## src/hdl/int32_stack_machine_alu_core_assert.svh

```systemverilog
// ---------------------------------------------------------------------------
// int32_stack_machine_alu_core_assert.svh
// assertion macros for the stack machine core
// ---------------------------------------------------------------------------
`ifndef INT32_STACK_MACHINE_ALU_CORE_ASSERT_SVH
`define INT32_STACK_MACHINE_ALU_CORE_ASSERT_SVH

`ifndef SYNTHESIS

// same-cycle implication
`define SM_ASSERT_IMP(label, clk, rst, ante, cons) \
   label: assert property (@(posedge clk) disable iff (rst) (ante) |-> (cons)) \
      else $error("stack machine check failed: same-cycle implication");

// next-cycle implication
`define SM_ASSERT_NEXT(label, clk, rst, ante, cons) \
   label: assert property (@(posedge clk) disable iff (rst) (ante) |=> (cons)) \
      else $error("stack machine check failed: next-cycle implication");

`else

`define SM_ASSERT_IMP(label, clk, rst, ante, cons)
`define SM_ASSERT_NEXT(label, clk, rst, ante, cons)

`endif

`endif

```

## src/hdl/i32sm_pkg.sv

```systemverilog
// ---------------------------------------------------------------------------
// i32sm_pkg
// shared constants for the 32-bit stack machine core
// ---------------------------------------------------------------------------
package i32sm_pkg;

   localparam int DATA_W        = 32;
   localparam int STEP_W        = $clog2(DATA_W);
   localparam int DEPTH_OUT_W   = 7;
   localparam int STACK_DEPTH_DEF = 64;

   // opcodes
   localparam logic [2:0] OP_PUSH = 3'd0;
   localparam logic [2:0] OP_ADD  = 3'd1;
   localparam logic [2:0] OP_SUB  = 3'd2;
   localparam logic [2:0] OP_MUL  = 3'd3;
   localparam logic [2:0] OP_DIV  = 3'd4;

   // status codes
   localparam logic [1:0] ST_OK    = 2'd0;
   localparam logic [1:0] ST_UNDER = 2'd1;
   localparam logic [1:0] ST_OVER  = 2'd2;
   localparam logic [1:0] ST_DIVZ  = 2'd3;

   typedef logic [DATA_W-1:0] word_type;

endpackage

```

## src/hdl/int32_stack_machine_alu_core.sv

```systemverilog
// timing: push, add, sub, mul and every flagged case give their result from the execute
// state; divide runs bit-serially, one quotient bit per cycle, then the finish state commits
// flow: a new request is taken only in the idle state, so each word, divide included, is
// finished before the next is accepted; a stalled response holds the core in the done state
// reset: synchronous, active high; the stack comes up empty
// ---------------------------------------------------------------------------
// int32_stack_machine_alu_core
// 32-bit integer stack machine: push, add, sub, mul, signed divide. top of
// stack lives in a register, the entries below it in a synchronous memory.
// ---------------------------------------------------------------------------
`include "int32_stack_machine_alu_core_assert.svh"

module int32_stack_machine_alu_core
   import i32sm_pkg::*;
#(
   parameter int STACK_DEPTH = STACK_DEPTH_DEF
) (
   input  logic        clock,
   input  logic        reset,
   input  logic        req_tvalid,
   output logic        req_tready,
   input  logic [31:0] req_tdata,   // [31:0] immediate
   input  logic [2:0]  req_tuser,   // [2:0] op
   output logic        rsp_tvalid,
   input  logic        rsp_tready,
   output logic [47:0] rsp_tdata    // [31:0] top_value, [38:32] stack_depth, [40:39] status
);

   localparam int CNT_W  = $clog2(STACK_DEPTH + 1);
   localparam int ADDR_W = $clog2(STACK_DEPTH);

   localparam logic [2:0] S_IDLE = 3'd0;
   localparam logic [2:0] S_EXEC = 3'd1;
   localparam logic [2:0] S_DIV  = 3'd2;
   localparam logic [2:0] S_FIN  = 3'd3;
   localparam logic [2:0] S_DONE = 3'd4;

   word_type             mem [STACK_DEPTH];

   logic [2:0]           state_ff, state_in;
   logic [2:0]           op_ff;
   word_type             imm_ff;
   word_type             rd_ff;
   word_type             tos_ff, tos_in;
   logic [CNT_W-1:0]     count_ff, count_in;
   logic [1:0]           status_ff, status_in;
   logic                 rsp_valid_ff, rsp_valid_in;
   logic [47:0]          rsp_data_ff;

   word_type             rem_ff, quo_ff, dvs_ff;
   logic                 neg_ff;
   logic [STEP_W-1:0]    step_ff;

   logic                 accept, out_free, commit, emit, wr_en, div_start;
   logic [CNT_W-1:0]     count_m1, count_m2;
   logic [ADDR_W-1:0]    rd_addr, wr_addr;
   word_type             a_mag, b_mag, q_fix, top_out;
   logic [DATA_W:0]      div_sh, div_diff;
   logic [CNT_W+DEPTH_OUT_W-1:0] count_wide;

   assign req_tready = (state_ff == S_IDLE);
   assign accept     = req_tvalid && req_tready;
   assign out_free   = !rsp_valid_ff || rsp_tready;

   assign count_m1 = count_ff - CNT_W'(1);
   assign count_m2 = count_ff - CNT_W'(2);
   assign rd_addr  = count_m2[ADDR_W-1:0];
   assign wr_addr  = count_m1[ADDR_W-1:0];

   assign a_mag    = rd_ff[DATA_W-1]  ? (word_type'(0) - rd_ff)  : rd_ff;
   assign b_mag    = tos_ff[DATA_W-1] ? (word_type'(0) - tos_ff) : tos_ff;
   assign div_sh   = {rem_ff, quo_ff[DATA_W-1]};
   assign div_diff = div_sh - {1'b0, dvs_ff};
   assign q_fix    = neg_ff ? (word_type'(0) - quo_ff) : quo_ff;

   always_comb begin
      state_in  = state_ff;
      tos_in    = tos_ff;
      count_in  = count_ff;
      status_in = status_ff;
      commit    = 1'b0;
      emit      = 1'b0;
      wr_en     = 1'b0;
      div_start = 1'b0;
      case (state_ff)
         S_IDLE: begin
            if (accept) begin
               state_in = S_EXEC;
            end
         end
         S_EXEC: begin
            commit    = 1'b1;
            status_in = ST_OK;
            case (op_ff)
               OP_PUSH: begin
                  if (count_ff == CNT_W'(STACK_DEPTH)) begin
                     status_in = ST_OVER;
                  end else begin
                     tos_in   = imm_ff;
                     count_in = count_ff + CNT_W'(1);
                     wr_en    = (count_ff != '0);
                  end
               end
               OP_ADD, OP_SUB, OP_MUL, OP_DIV: begin
                  if (count_ff < CNT_W'(2)) begin
                     status_in = ST_UNDER;
                  end else begin
                     case (op_ff)
                        OP_ADD: begin
                           tos_in   = rd_ff + tos_ff;
                           count_in = count_m1;
                        end
                        OP_SUB: begin
                           tos_in   = rd_ff - tos_ff;
                           count_in = count_m1;
                        end
                        OP_MUL: begin
                           tos_in   = rd_ff * tos_ff;
                           count_in = count_m1;
                        end
                        default: begin
                           if (tos_ff == '0) begin
                              status_in = ST_DIVZ;
                           end else begin
                              commit    = 1'b0;
                              div_start = 1'b1;
                              state_in  = S_DIV;
                           end
                        end
                     endcase
                  end
               end
               default: begin
               end
            endcase
         end
         S_DIV: begin
            if (step_ff == STEP_W'(DATA_W - 1)) begin
               state_in = S_FIN;
            end
         end
         S_FIN: begin
            commit    = 1'b1;
            tos_in    = q_fix;
            count_in  = count_m1;
            status_in = ST_OK;
         end
         S_DONE: begin
            if (out_free) begin
               emit     = 1'b1;
               state_in = S_IDLE;
            end
         end
         default: begin
            state_in = S_IDLE;
         end
      endcase
      if (commit) begin
         if (out_free) begin
            emit     = 1'b1;
            state_in = S_IDLE;
         end else begin
            state_in = S_DONE;
         end
      end
   end

   assign count_wide   = {{DEPTH_OUT_W{1'b0}}, count_in};
   assign top_out      = (count_in != '0) ? tos_in : '0;
   assign rsp_valid_in = emit || (rsp_valid_ff && !rsp_tready);

   always_ff @(posedge clock) begin
      if (reset) begin
         state_ff     <= S_IDLE;
         count_ff     <= '0;
         status_ff    <= ST_OK;
         rsp_valid_ff <= 1'b0;
      end else begin
         state_ff     <= state_in;
         count_ff     <= count_in;
         status_ff    <= status_in;
         rsp_valid_ff <= rsp_valid_in;
      end
   end

   always_ff @(posedge clock) begin
      tos_ff <= tos_in;
      if (accept) begin
         op_ff  <= req_tuser;
         imm_ff <= req_tdata;
      end
      if (emit) begin
         rsp_data_ff <= {7'd0, status_in, count_wide[DEPTH_OUT_W-1:0], top_out};
      end
   end

   // stack memory, one write or one read per cycle
   always_ff @(posedge clock) begin
      if (wr_en) begin
         mem[wr_addr] <= tos_ff;
      end
      if (accept) begin
         rd_ff <= mem[rd_addr];
      end
   end

   // restoring divider on magnitudes
   always_ff @(posedge clock) begin
      if (div_start) begin
         rem_ff  <= '0;
         quo_ff  <= a_mag;
         dvs_ff  <= b_mag;
         neg_ff  <= rd_ff[DATA_W-1] ^ tos_ff[DATA_W-1];
         step_ff <= '0;
      end else if (state_ff == S_DIV) begin
         step_ff <= step_ff + STEP_W'(1);
         rem_ff  <= div_diff[DATA_W] ? div_sh[DATA_W-1:0] : div_diff[DATA_W-1:0];
         quo_ff  <= {quo_ff[DATA_W-2:0], !div_diff[DATA_W]};
      end
   end

   assign rsp_tvalid = rsp_valid_ff;
   assign rsp_tdata  = rsp_data_ff;

   `SM_ASSERT_IMP(a_count_bound, clock, reset, 1'b1, count_ff <= CNT_W'(STACK_DEPTH))
   `SM_ASSERT_NEXT(a_accept_exec, clock, reset, accept, state_ff == S_EXEC)
   `SM_ASSERT_IMP(a_div_nonzero, clock, reset, state_ff == S_DIV, dvs_ff != '0)
   `SM_ASSERT_NEXT(a_count_step, clock, reset, 1'b1,
      (count_ff == $past(count_ff)) || (count_ff == $past(count_ff) + CNT_W'(1)) ||
      (count_ff == $past(count_ff) - CNT_W'(1)))

endmodule
```

## config.mk

```make
export PLATFORM = sky130hd
export DESIGN_NAME = int32_stack_machine_alu_core
export DESIGN_NICKNAME = d
export VERILOG_FILES = /design/src/hdl/i32sm_pkg.sv /design/src/hdl/int32_stack_machine_alu_core.sv
export VERILOG_INCLUDE_DIRS = /design/src /design/src/hdl
export SDC_FILE = /design/constraint.sdc
export NUM_CORES = 2
export LEC_CHECK = 0
export BUFFER_PORTS_ARGS = -buffer_cell sky130_fd_sc_hd__buf_2
export CAP_MARGIN = 0
export CORE_ASPECT_RATIO = 0.5
export CORE_UTILIZATION = 45
export CTS_CLUSTER_DIAMETER = 40
export DETAILED_ROUTE_END_ITERATION = 6
export GPL_TIMING_DRIVEN = 0
export SYNTH_ARGS = -nofsm -noshare
export SYNTH_HDL_FRONTEND = slang
export SYNTH_SLANG_ARGS = --single-unit
```

## constraint.sdc

```tcl
create_clock -name clock -period 12.46 [get_ports clock]
set_clock_uncertainty 0.05 [all_clocks]
set_input_delay 3.115 -clock clock [delete_from_list [all_inputs] [get_ports clock]]
set_output_delay 3.115 -clock clock [all_outputs]
set_load 0.01 [all_outputs]
```

==> summary.txt <==
Run status
  • Status: complete, but fails checks
  • Violations in the final reports: capacitance limit

Clocking
  • CTS tree: built
  • Cts repair resizes: 0
  • Clk Latency, worst-skew pair: 0.87 ns
  • Clk slew on worst S/H paths: 0.06 ns
  • Deepest clock path buffer count: 4
  • Root Driver: clkbuf_16
  • Post-CTS Setup Bufs: 0
  • Hold Buf Count CTS: 0
  • H-tree levels: 4
  • Clock Sinks: 2303
  • CTS Buf Count: 226

Worst setup path
  • R2r endpoint: rsp_tdata[23]
  • Largest delay share family, worst path: adder cells
  • CP Capture Type: flop
  • CP Launch Point: tos_ff[10]
  • Worst path max stage delay: about 1.1 ns
  • Crit-path max FO: 67
  • Crit-path slowest cell: clkbuf_1
  • Most numerous cell on the critical path: fa_1
  • Reg-to-reg critical path startpoint: tos_ff[10]
  • Arrival @ worst endpoint: 11.67 ns
  • CP endpoint: rsp_tdata[23]
  • Worst setup SP type: flop
  • Flop-to-flop setup slack: roughly 1.5 ns
  • Cell depth of the worst flop-to-flop path: 27
  • Critical Path Stages: 27
  • WP data required: 13.14 ns
  • CP bufs+invs: 7
  • Critical path class: flop to flop

Synth
  • Synth area leaders: edfxtp_1, mux4_2, fa_1, ha_1, and2_1
  • Syn Area/Cell: 16.8 um2
  • Mux contribution to synthesized area: 13.8%
  • Post-synthesis register bit count: 2303
  • Synth Area in XOR/XNOR: roughly 2.2%
  • Post-Syn Instances: approximately 6500
  • Netlist Area Pre-Place: 110000 um2
  • Post-synthesis simple-gate area fraction: between 5 and 6%
  • Yosys top cell by area: edfxtp_1
  • Synthesized-area fraction occupied by adder cells: about a tenth
  • Distinct cells, synth: 94
  • Share of the synthesized area in the top cell type: a little over 60%
  • Top-count cell post-synth: edfxtp_1
  • Compound-Gate Fraction of Synth Area: 3.60%
  • Seq/Total Area, Yosys: 62.2%
  • Combinational family with the most area after synthesis: multiplexers
  • Warnings, synthesis: 0
  • Commonest cells post-synth: edfxtp_1, mux4_2, nand2_1
  • Number of enable flip-flop cells after synthesis: 2221
  • Top FF cell, synth: edfxtp_1
  • Synth async-reset ratio: 0%

Final layout
  • Final-stage net count: 7597
  • Multi-input logic area: 38800 um2
  • # fillers: just under 20000
  • Finished Layout Cells: 10400
  • Reg area: about 68000 um2
  • Post-route cell area: 124000 um2
  • Synth-to-Final Area Change: 12.9%
  • Layout cell share with drive strength beyond 1: 18.6%

Timing
  • Unrepaired setup endpoints after global routing: false
  • Final Cycle Share: 88.2%
  • Slew @ Worst Pin: 1.49 ns
  • Max Clock Freq: 0.0910 GHz
  • Setup TNS: 0 ns
  • Minimum clock period: between 10 and 15 ns
  • Rel. slew slack: less than 1%
  • Max-slew violations: 0
  • Final setup viols: 0
  • Setup WS post-layout: 1.47 ns
  • Fin. Hold Viols: 0

Global routing
  • Total GRT Usage: about 28%
  • Largest net degree at the start of global routing: 71
  • Initial antenna violation count: 23
  • Vias in the first global route: 62700
  • GRT overflow: 0
  • First-pass GRT wire length: just under 500 mm

Floorplan
  • I/O Pins: 89
  • Die H: 351 um
  • Die ar.: 246000 um2
  • Core area: 241000 um2
  • Std cell rows: 127
  • Die width: between 700 and 800 um
  • Initial Util: 45.5%

Flow run
  • Max Cap Viol: 1

Placed design
  • Hpwl dp: 243 mm
  • GPL Wtd Cong: 0.965
  • PortBufs: 81
  • Dpl ws: between 1.5 and 2 ns
  • Placed instance count: 9947
  • Dpl cell area: 117000 um2

Route
  • Post-DRT Antenna Nets: 0
  • Final WL: 344 mm
  • Total number of vias: 62900
  • Drt wl/cell: approximately 33 um
  • Met2 wire len: 157 mm
  • Drt via density: 6.07
  • Met3 Routed Length: approximately 33 mm
  • Met1 wire length: 139 mm
  • Initial DRT Pass Iterations: 5
  • Iteration-0 DRC Markers: 7889
  • Top Layer Used: met5
  • DR DRC count: 0

Worst hold path
  • Worst min path class: flop to flop
[flip-flops by register name, indices dropped and copies added (netlist names)]
name / count
count_ff: 7
dvs_ff: 32
imm_ff: 32
mem: 2048
neg_ff: 1
op_ff: 3
quo_ff: 32
rd_ff: 32
rem_ff: 32
rsp_tdata: 41
rsp_tvalid: 1
state_ff: 3
status_ff: 2
step_ff: 5
tos_ff: 32
[stage by stage]
stage                     utilization (%)  hold WS, ns
final                                51.4        0.423
after global placement               47.4        0.396
after global routing                 51.4        0.447
after detailed placement             48.4        0.410
after CTS                            51.4        0.427
after floorplan                         -        0.391
[layer usage]
metal	GRT usage, %	up-vias
li1	-	25600
met1	38.8	33500
met2	43.7	3141
met3	5.98	653
met4	10.6	10
met5	0.192	-
[cells by family after synthesis]
logic type	after synthesis
flops	2303
simple gates	1232
buf+inv	833
mux	696
fa+ha+maj	608
compound gates	598
xor+xnor	271
other cells	1
[cell usage in the layout (no fill, tap or decap), types with 152 or more instances in the layout]
cell type,n
clkbuf_16,230
inv_1,445
ha_1,198
fa_1,410
xnor2_1,152
clkbuf_1,345
mux4_2,655
edfxtp_1,2221
nand2_1,450
and2_1,337
[final cells by class]
cell class,instances,share of cell area (%)
clock inverter,143,1.03
inverter,448,1.36
sequential,2303,55.2
tap,3225,3.26
timing repair buffer,174,1.86
antenna,7,0.0141
clock buffer,270,4.78
buffer,385,1.21
multi-input combinational,3412,31.3
[worst reg2reg max path: stages (launching register included)]
cell and delay (ns):
dfxtp_4 0.90, clkbuf_1 1.22, clkbuf_1 0.83, nand2_1 0.18, fa_1 0.41, inv_1 0.08, fa_1 0.45, fa_1 0.52
inv_1 0.05, fa_1 0.48, inv_1 0.05, fa_1 0.50, inv_1 0.05, fa_1 0.55, inv_1 0.06, fa_1 0.50
fa_1 0.45, ha_1 0.61, o21ai_0 0.16, nor2_1 0.16, nor3_1 0.07, a31oi_1 0.84, a211oi_1 0.19, o21bai_1 0.23
xor2_1 0.66, a21oi_1 0.23, o211ai_2 0.27, and2_4 0.20
[worst min-delay path by stage]
| stage | from | endpoint | slack, ns | depth (start not counted) |
|---|---|---|---|---|
| final | rem_ff[10] | rem_ff[10] | 0.42 | 2 |
| after global routing | rem_ff[10] | rem_ff[10] | 0.45 | 2 |
| after CTS | rem_ff[2] | rem_ff[3] | 0.43 | 1 |
| after detailed placement | step_ff[4] | step_ff[4] | 0.41 | 2 |
| after global placement | step_ff[4] | step_ff[4] | 0.40 | 2 |
| after floorplan | step_ff[4] | step_ff[4] | 0.39 | 2 |
Power is not shown: default switching activity piles up to over one toggle a cycle in this logic, so the estimate is an artifact.
